File: src/rtl/fpp_pkg.sv
// Shared types and constants for the framed pose packet parser.
package fpp_pkg;

	localparam logic [7:0] HDR_FIRST  = 8'h0D;
	localparam logic [7:0] HDR_SECOND = 8'h0A;
	localparam logic [7:0] TRL_FIRST  = 8'h0A;
	localparam logic [7:0] TRL_SECOND = 8'h0D;

	localparam int PAYLOAD_LEN = 24;
	localparam int NUM_WORDS   = PAYLOAD_LEN / 4;
	localparam int IDX_W       = $clog2(PAYLOAD_LEN + 1);

	typedef logic [IDX_W-1:0] idx_t;

	typedef struct packed {
		logic [31:0] yaw_angle_bits;
		logic [31:0] roll_angle_bits;
		logic [31:0] pitch_angle_bits;
		logic [31:0] position_x_bits;
		logic [31:0] position_y_bits;
		logic [31:0] yaw_rate_bits;
		logic        first_frame;
	} pose_t;

endpackage

File: src/rtl/fpp_if.sv
// Valid/ready channel interfaces for received bytes and decoded pose words.
interface fpp_byte_if;
	logic       valid;
	logic       ready;
	logic [7:0] rx_byte;

	modport source (output valid, output rx_byte, input ready);
	modport sink (input valid, input rx_byte, output ready);
endinterface

interface fpp_pose_if;
	logic           valid;
	logic           ready;
	fpp_pkg::pose_t data;

	modport source (output valid, output data, input ready);
	modport sink (input valid, input data, output ready);
endinterface

File: src/rtl/fpp_framer.sv
// Header/trailer phase machine and payload byte store.
module fpp_framer (
	input  logic           clk,
	input  logic           arst_n,
	input  logic           take,
	input  logic [7:0]     rx_byte,
	output logic           frame_done,
	output fpp_pkg::pose_t result
);

	localparam logic [2:0] PH_HUNT = 3'd0;
	localparam logic [2:0] PH_LF   = 3'd1;
	localparam logic [2:0] PH_PAY  = 3'd2;
	localparam logic [2:0] PH_TRL1 = 3'd3;
	localparam logic [2:0] PH_TRL2 = 3'd4;

	localparam fpp_pkg::idx_t LEN = fpp_pkg::idx_t'(fpp_pkg::PAYLOAD_LEN);

	logic [2:0]          phase_q;
	logic [2:0]          phase_d;
	fpp_pkg::idx_t       byte_idx_q;
	fpp_pkg::idx_t       byte_idx_d;
	fpp_pkg::idx_t       idx_inc;
	logic                seen_q;
	logic                wr_en;
	logic [7:0]          store_q [fpp_pkg::PAYLOAD_LEN];
	logic [31:0]         words [fpp_pkg::NUM_WORDS];

	assign idx_inc = byte_idx_q + fpp_pkg::idx_t'(1);

	always_comb begin
		phase_d    = phase_q;
		byte_idx_d = byte_idx_q;
		wr_en      = 1'b0;
		frame_done = 1'b0;
		case (phase_q)
			PH_HUNT: begin
				phase_d = (rx_byte == fpp_pkg::HDR_FIRST) ? PH_LF : PH_HUNT;
			end
			PH_LF: begin
				if (rx_byte == fpp_pkg::HDR_SECOND) begin
					byte_idx_d = '0;
					phase_d    = PH_PAY;
				end else if (rx_byte != fpp_pkg::HDR_FIRST) begin
					phase_d = PH_HUNT;
				end
			end
			PH_PAY: begin
				if (byte_idx_q < LEN) begin
					wr_en      = 1'b1;
					byte_idx_d = idx_inc;
				end else begin
					byte_idx_d = LEN;
				end
				// last slot filled: go look for the trailer
				if (byte_idx_d >= LEN) begin
					byte_idx_d = '0;
					phase_d    = PH_TRL1;
				end
			end
			PH_TRL1: begin
				phase_d = (rx_byte == fpp_pkg::TRL_FIRST) ? PH_TRL2 : PH_HUNT;
			end
			PH_TRL2: begin
				frame_done = take && (rx_byte == fpp_pkg::TRL_SECOND);
				phase_d    = PH_HUNT;
			end
			default: begin
				phase_d = PH_HUNT;
			end
		endcase
	end

	always_ff @(posedge clk or negedge arst_n) begin
		if (!arst_n) begin
			phase_q    <= PH_HUNT;
			byte_idx_q <= '0;
			seen_q     <= 1'b0;
		end else if (take) begin
			phase_q    <= phase_d;
			byte_idx_q <= byte_idx_d;
			if (frame_done) begin
				seen_q <= 1'b1;
			end
		end
	end

	always_ff @(posedge clk) begin
		if (take && wr_en) begin
			store_q[byte_idx_q] <= rx_byte;
		end
	end

	// assemble little-endian words from the stored bytes
	always_comb begin
		for (int k = 0; k < fpp_pkg::NUM_WORDS; k++) begin
			words[k] = {store_q[4*k+3], store_q[4*k+2], store_q[4*k+1], store_q[4*k]};
		end
	end

	assign result.yaw_angle_bits   = words[0];
	assign result.roll_angle_bits  = words[1];
	assign result.pitch_angle_bits = words[2];
	assign result.position_x_bits  = words[3];
	assign result.position_y_bits  = words[4];
	assign result.yaw_rate_bits    = words[5];
	assign result.first_frame      = !seen_q;

`ifndef SYNTH
	a_idx_range: assert property (@(posedge clk) disable iff (!arst_n)
		byte_idx_q < LEN)
		else $error("payload index past end of store");

	a_idx_only_in_payload: assert property (@(posedge clk) disable iff (!arst_n)
		byte_idx_q != '0 |-> phase_q == PH_PAY)
		else $error("payload index nonzero outside payload phase");

	a_seen_from_frame: assert property (@(posedge clk) disable iff (!arst_n)
		$rose(seen_q) |-> $past(frame_done))
		else $error("first-frame flag set without a complete frame");
`endif

endmodule

File: src/rtl/fpp_out_stage.sv
// Result register that holds a decoded frame until the sink takes it.
module fpp_out_stage (
	input  logic              clk,
	input  logic              arst_n,
	input  logic              load,
	input  fpp_pkg::pose_t    result,
	fpp_pose_if.source        pose
);

	logic           valid_q;
	fpp_pkg::pose_t data_q;

	always_ff @(posedge clk or negedge arst_n) begin
		if (!arst_n) begin
			valid_q <= 1'b0;
		end else if (load) begin
			valid_q <= 1'b1;
		end else if (pose.ready) begin
			valid_q <= 1'b0;
		end
	end

	always_ff @(posedge clk) begin
		if (load) begin
			data_q <= result;
		end
	end

	assign pose.valid = valid_q;
	assign pose.data  = data_q;

endmodule

File: src/rtl/framed_pose_packet_parser.sv
// Top level of the framed pose packet parser.
//
//   port  dir   word                      fields
//   rx    sink  one received serial byte  rx_byte[7:0]
//   pose  src   one decoded frame         six 32-bit words, first_frame
//
// One byte is taken per cycle while rx is not stalled; the phase machine and store update on the accepting edge.
// A completed frame appears on pose in the cycle after its closing trailer byte is taken.
// Reset clears the phase, payload index and first-frame flag; the byte store is not cleared.
// rx stalls only while a decoded frame waits on pose and pose.ready is low.
module framed_pose_packet_parser (
	input  logic       clk,
	input  logic       arst_n,
	fpp_byte_if.sink   rx,
	fpp_pose_if.source pose
);

	logic           take;
	logic           frame_done;
	fpp_pkg::pose_t result;

	assign rx.ready = !pose.valid || pose.ready;
	assign take     = rx.valid && rx.ready;

	fpp_framer u_framer (
		.clk        (clk),
		.arst_n     (arst_n),
		.take       (take),
		.rx_byte    (rx.rx_byte),
		.frame_done (frame_done),
		.result     (result)
	);

	fpp_out_stage u_out (
		.clk    (clk),
		.arst_n (arst_n),
		.load   (frame_done),
		.result (result),
		.pose   (pose)
	);

endmodule

File: src/flat_wrapper.sv
// flat-port wrapper written by rule: the top's interface ports become plain ports
module framed_pose_packet_parser_flat 
  (clk, arst_n, rx_valid, rx_rx_byte, rx_ready, pose_valid, pose_data, pose_ready);
  fpp_byte_if rx_i ();
  fpp_pose_if pose_i ();
  input  logic clk;
  input  logic arst_n;
  input wire logic [$bits(rx_i.valid)-1:0] rx_valid;
  input wire logic [$bits(rx_i.rx_byte)-1:0] rx_rx_byte;
  output wire logic [$bits(rx_i.ready)-1:0] rx_ready;
  output wire logic [$bits(pose_i.valid)-1:0] pose_valid;
  output wire logic [$bits(pose_i.data)-1:0] pose_data;
  input wire logic [$bits(pose_i.ready)-1:0] pose_ready;
  assign rx_i.valid = rx_valid;
  assign rx_i.rx_byte = rx_rx_byte;
  assign rx_ready = rx_i.ready;
  assign pose_valid = pose_i.valid;
  assign pose_data = pose_i.data;
  assign pose_i.ready = pose_ready;
  framed_pose_packet_parser u_core (.clk(clk), .arst_n(arst_n), .rx(rx_i), .pose(pose_i));
endmodule
File: config.mk
export PLATFORM = sky130hd
export DESIGN_NAME = framed_pose_packet_parser_flat
export DESIGN_NICKNAME = d
export VERILOG_FILES = /design/src/rtl/fpp_pkg.sv /design/src/rtl/fpp_if.sv /design/src/rtl/fpp_framer.sv /design/src/rtl/fpp_out_stage.sv /design/src/rtl/framed_pose_packet_parser.sv /design/src/flat_wrapper.sv
export SDC_FILE = /design/constraint.sdc
export NUM_CORES = 1
export LEC_CHECK = 0
export ABC_AREA = 1
export BUFFER_PORTS_ARGS = -buffer_cell sky130_fd_sc_hd__buf_2
export CAP_MARGIN = 20
export CORE_MARGIN = 4
export CORE_UTILIZATION = 40
export DETAILED_ROUTE_END_ITERATION = 16
export PLACE_DENSITY_LB_ADDON = 0.25
export SLEW_MARGIN = 30
export SYNTH_ARGS = -nofsm -noshare
export SYNTH_HDL_FRONTEND = slang
export SYNTH_SLANG_ARGS = --single-unit
File: constraint.sdc
create_clock -name clk -period 10 [get_ports clk]
set_clock_uncertainty 0.2 [all_clocks]
set_input_delay 0.5 -clock clk [delete_from_list [all_inputs] [get_ports clk]]
set_output_delay 0.5 -clock clk [all_outputs]
set_load 0.01 [all_outputs]
# --- Yosys cells after proc, flatten, opt, wreduce, memory -nomap -nowiden ---
# Memory sizes are Yosys's and may differ from the RTL's. A register that Yosys moved wholly into a read port is not among the register bits.
# Cells that the tools add are included.
word_totals:
  regBits: 11
  latchBits: 0
  ram_bits: 192
  romBits: 0
  input_bits: 12
  word_cells: 49
  memories: 1
mem_list:
  columns: ["memory", "depth", "word_bits", "rd", "rd_ports_with_merged_regs", "write_ports", "line_no", "rtl"]
  rows:
  - ["u_core.u_framer.store_q", 24, 8, 24, 24, 1, "fpp_framer.sv:26", "logic [7:0] store_q [fpp_pkg::PAYLOAD_LEN];"]
classes:
  add_sub_neg: 1
  multipliers: 0
  div: 0
  n_lt_le_gt_ge: 2
  n_eq_ne: 10
  n_shift: 0
  muxes: 18
  bitwise: 0
  n_reduce_logical: 12
op_table:
  columns: ["operator", "n"]
  rows:
  - ["$mux 5", 4]
  - ["$eq 8x4->1 const B", 2]
  - ["$mux 3", 4]
  - ["$pmux 3 s4", 1]
  - ["$pmux 5 s2", 1]
  - ["$mux 1", 8]
  - ["$ne 8x4->1 const B", 1]
  - ["$eq 3x2->1 const B", 2]
  - ["$reduce_and 3->1", 2]
  - ["$add 5x1->5 const B", 1]
  - ["$ge 5x5->1 const B", 1]
  - ["$lt 5x5->1 const B", 1]
  - ["$ne 2x2->1 const B", 2]
  - ["$reduce_bool 2->1", 2]
  - ["$eq 3x1->1 const B", 1]
  - ["$eq 3x3->1 const B", 1]
  - ["$logic_and 1x1->1", 3]
  - ["$logic_not 3->1", 1]
  - ["$ne 3x3->1 const B", 1]
  - ["$logic_not 1->1", 2]
  - ["$reduce_and 2->1", 1]
  - ["$logic_or 1x1->1", 1]

# --- Longest topological paths before layout ---
logic_depth:
  word_depth: 6
  mapped_depth: 9

# --- Modules after synthesis ---
# Synthesis repeated with hierarchy kept, for this count alone.
hier_totals:
  cells_unflattened: 533
  area_unflattened_um2: 12430.7
modules_own_cells:
  columns: ["module", "instances", "cells_each", "area_per_inst_um2"]
  rows:
  - ["fpp_framer", 1, 331, 6575.1]
  - ["fpp_out_stage", 1, 198, 5835.6]
  - ["framed_pose_packet_parser", 1, 4, 20.0]

# --- Worst setup path before layout ---
# Ideal clock, no wire load.
synth_timing:
  path_kind: "input to register"
  start: "in pose_ready"
  end: "reg, netlist name pose_data[100]"
  setup_ps: 544
  arrival_time_ps: 4806
  required_ps: 9256
  path_slack_ps: 4451
  stages: 6
  path_buffers: 0
  cell_sequence: "inv_1 -> nand2_1 -> nand2_1 -> inv_1 -> nand4_1 -> inv_1"
synth_between:
  elab_chain_len: 4
synth_lines:
  columns: ["element", "line_no", "rtl"]
  rows:
  - ["from (decl)", "flat_wrapper.sv:13", "input wire logic [$bits(pose_i.ready)-1:0] pose_ready;"]
  - ["$logic_or 1x1->1", "framed_pose_packet_parser.sv:22", "assign rx.ready = !pose.valid || pose.ready;"]
  - ["via rx_ready", "flat_wrapper.sv:10", "output wire logic [$bits(rx_i.ready)-1:0] rx_ready;"]
  - ["$logic_and 1x1->1", "framed_pose_packet_parser.sv:23", "assign take = rx.valid && rx.ready;"]
  - ["$logic_and 1x1->1", "fpp_framer.sv:65", "frame_done = take && (rx_byte == fpp_pkg::TRL_SECOND);"]
  - ["$mux 1", "fpp_framer.sv:36", "case (phase_q)"]
  - ["via u_core.frame_done", "framed_pose_packet_parser.sv:19", "logic frame_done;"]
# The timed path passes the listed nets, and every way through them passes these cells.
# A chain may end at the register's enable or synchronous reset.

# --- Final worst setup path ---
layout_timing:
  start: "in rx_rx_byte[0]"
  end: "reg, netlist name pose_data[156]"
layout_between:
  elab_chain_len: 3
layout_lines:
  columns: ["element", "line_no", "rtl"]
  rows:
  - ["from (decl)", "flat_wrapper.sv:9", "input wire logic [$bits(rx_i.rx_byte)-1:0] rx_rx_byte;"]
  - ["$eq 8x4->1", "fpp_framer.sv:65", null]
  - ["$logic_and 1x1->1", "fpp_framer.sv:65", null]
  - ["$mux 1", "fpp_framer.sv:36", null]
  - ["via u_core.frame_done", "framed_pose_packet_parser.sv:19", null]
# The timed path passes the listed nets, and every way through them passes these cells.

==> qor.yml <==
cts:
  post_cts_resized: 0
  clk_pin_slew_ns: 0.06
  clk_latency_ns: 0.51
  clock-root-buffer: "clkbuf_16"
  cts.sink_count: 395
  h-tree-depth: 2
  cts_made_buffers: 39
  cts_max_path_buffers: 3
  cts_tree: "done"
  post_cts_buffers: 0
cells_and_area:
  nets: 789
  diodes: 0
  syn_to_final_growth_pct: 22.3
  final_util_pct: 49.5
  instances_no_fill: 1200
  drive_above_1_share_pct: 33.7
global_route:
  overflow: 0
  grt_max_degree: 111
  grt_pass1_vias: 5600
  track_usage_pct: 14.0
  grt_pass1_wl_mm: 35.2
  antenna_found_initial: 0
synthesis:
  synth_top_area_share_pct: 93.4
  ys_top_cells_by_area: "edfxtp_1, dfrtp_1, nand2_1"
  syn_area_per_cell_um2: 23.7
  synthAdderAreaFrac_pct: 0.404
  synthCells: 522
  yosysWarnings: 0
  synth_seq_area_share_pct: 95.4
  synthTopCellsByCount: "edfxtp_1, nand2_1, nor2_1"
  syn_nets: 538
  synthXorXnorAreaFrac_pct: 0
  synth-edff-count: 385
  synth_simple_gate_area_share_pct: 3.24
  synthMuxAreaShare_pct: 0
  yosys_most_used_dff: "edfxtp_1"
  synth_seq_cells: 395
  synth.cell_area_mm2: 0.0124
  synth_cell_types: 15
  yosysTopAreaCell: "edfxtp_1"
  async_flop_share_pct: 2.53
  synth_top_family_by_area: "simple AND/OR/NAND/NOR gates"
  synth_compound_area_share_pct: 0.242
  yosysMostFrequentCell: "edfxtp_1"
worst_hold_path:
  holdCritPathClass: "in -> reg"
setup_path:
  crit_family: "buffers and inverters"
  critPathCaptureType: "flip-flop"
  critical_path_buf_inv_count: 5
  crit_arrival_ns: 3.36
  critPathMaxFanout: 110
  cpMostUsedCell: "nand2_1"
  crit_slowest_cell: "inv_8"
  path_class: "in -> reg"
  required_ns: 10.00
  worst_setup_path_start_kind: "input port"
  crit_chain: "buf_2 > nand2_1 > nor2_1 > nand2_1 > inv_1 > nand4_1 > inv_8 > buf_4 > buf_12"
  max_stage_delay_ns: 0.62
floorplan:
  die_width_um: 184
  chipHeight_um: 184
  io-pin-count: 207
  core_mm2: 0.0306
  die_area_mm2: 0.0338
  initial_core_util_pct: 40.5
  core.rowCount: 64
route:
  wl_per_cell_um: 20.1
  drtIter0Drc: 463
  dr.pass1.iters: 4
  viasPerCell: 4.59
  drc: 0
  routed_wl_mm: 24.1
  drtAntennaViolNets: 0
  vias: 5513
sta:
  relSlewSlack_pct: 39.6
  layout_setup_ws_ns: 6.64
  setup_tns_ns: 0
  drv_slew: 0
  worst_pin_slew_ns: 0.903
  fin_crit_sh_pct: 33.6
  finalSetupViolations: 0
  fin_crit_ns: 3.36
  holdWs_ns: 0.0703
  clock.fmax_mhz: 298
  hold_viol_final: 0
  rsz0062_at_grt: "no"
job:
  maxCapViolCount: 0
placed_design:
  placed_cells: 1127
  portBuffers: 206
  hpwl_mm: 15.0
  gp_congestion: 0.772
  dpl_worst_slack_ns: 5.93
outcome:
  outcome: "finished clean"
power:
  p_leak_nw: 5.32
  p_per_area_mw_per_mm2: 217
  ir_worst_vdd_mv: 0.111
[where the power goes]
| group | total [mW] | switching [mW] | internal, mW | leakage [nW] |
|---|---|---|---|---|
| sequential | 1.85 | 0.0181 | 1.83 | 3.59 |
| combinational | 0.0974 | 0.0740 | 0.0235 | 1.14 |
| clock | 1.34 | 0.571 | 0.771 | 0.592 |
| total | 3.29 | 0.663 | 2.62 | 5.32 |
[worst min-delay path: stages]
cell and delay, ns:
buf_2 0.08, inv_1 0.03, nand2_1 0.08, nand2_1 0.06
[kinds of logic after synthesis]
kind of cell / Yosys count
simple gates: 94
fa+ha+maj: 4
compound gates: 6
buf+inv: 23
flops: 395
[cell type report]
cell class,instances,area (um2)
inverters,22,90.1
repair buffers,211,1080
well taps,396,495
flip-flops and latches,395,11800
clock inverters,27,188
multi-input cells,104,482
fillers,2557,15400
clock buffers,45,998
[layout by cell type (no fill, tap or decap), drive strengths merged, types with 2 or more instances in the layout]
| cell type | Yosys | layout |
|---|---|---|
| edfxtp | 385 | 385 |
| buf | 1 | 210 |
| clkbuf | 0 | 45 |
| nand2 | 41 | 41 |
| nor2 | 35 | 35 |
| inv | 22 | 25 |
| clkinv | 0 | 22 |
| dfrtp | 10 | 10 |
| nand3 | 10 | 10 |
| o21ai | 6 | 6 |
| nand4 | 5 | 5 |
| ha | 4 | 4 |
| nor3 | 2 | 2 |
| bufinv | 0 | 2 |
[sequential cells by signal (all words and copies together), names as in the netlist]
register                    count
pose_data                     192
u_core.u_framer.store_q       192
u_core.u_framer.byte_idx_q      5
u_core.u_framer.phase_q         3
u_core.u_framer.seen_q          1
u_core.u_out.pose.data          1
u_core.u_out.pose.valid         1
[metrics by stage]
stage,power [mW],area (um2)
after floorplan,1.93,12400
after global placement,1.98,13900
after detailed placement,1.98,13900
after CTS,3.33,15100
after global routing,3.42,15100
final,3.29,15100
[worst paths after layout]
path	start	to	slack, ns	depth (start not counted)
worst min-delay path	pose_ready	u_core.u_out.pose.valid	0.07	4
min in group asynchronous	arst_n	u_core.u_framer.phase_q[0]	0.17	2
worst min register to register	u_core.u_framer.store_q[11][4]	pose_data[125]	0.21	0
max in group asynchronous	arst_n	u_core.u_framer.byte_idx_q[4]	9.22	2
worst max-delay path	rx_rx_byte[0]	pose_data[156]	6.64	9
worst max register to register	u_core.u_out.pose.valid	pose_data[156]	6.71	7
[repair_timing]
action / in CTS / in global routing
hold buffers: 1 / 0
endpoints found under the setup margin: 0 / 0
endpoints found under the hold margin: 10 / 0
[layer usage]
metal / vias up / part of all wire, % / GRT usage (%)
met5: - / 0 / 0
met3: 39 / 6.7 / 3.21
li1: 2506 / - / -
met1: 2751 / 43 / 19.4
met2: 217 / 49 / 22.6
met4: 0 / 1.9 / 3.79
(Power assumes the default switching activity.)
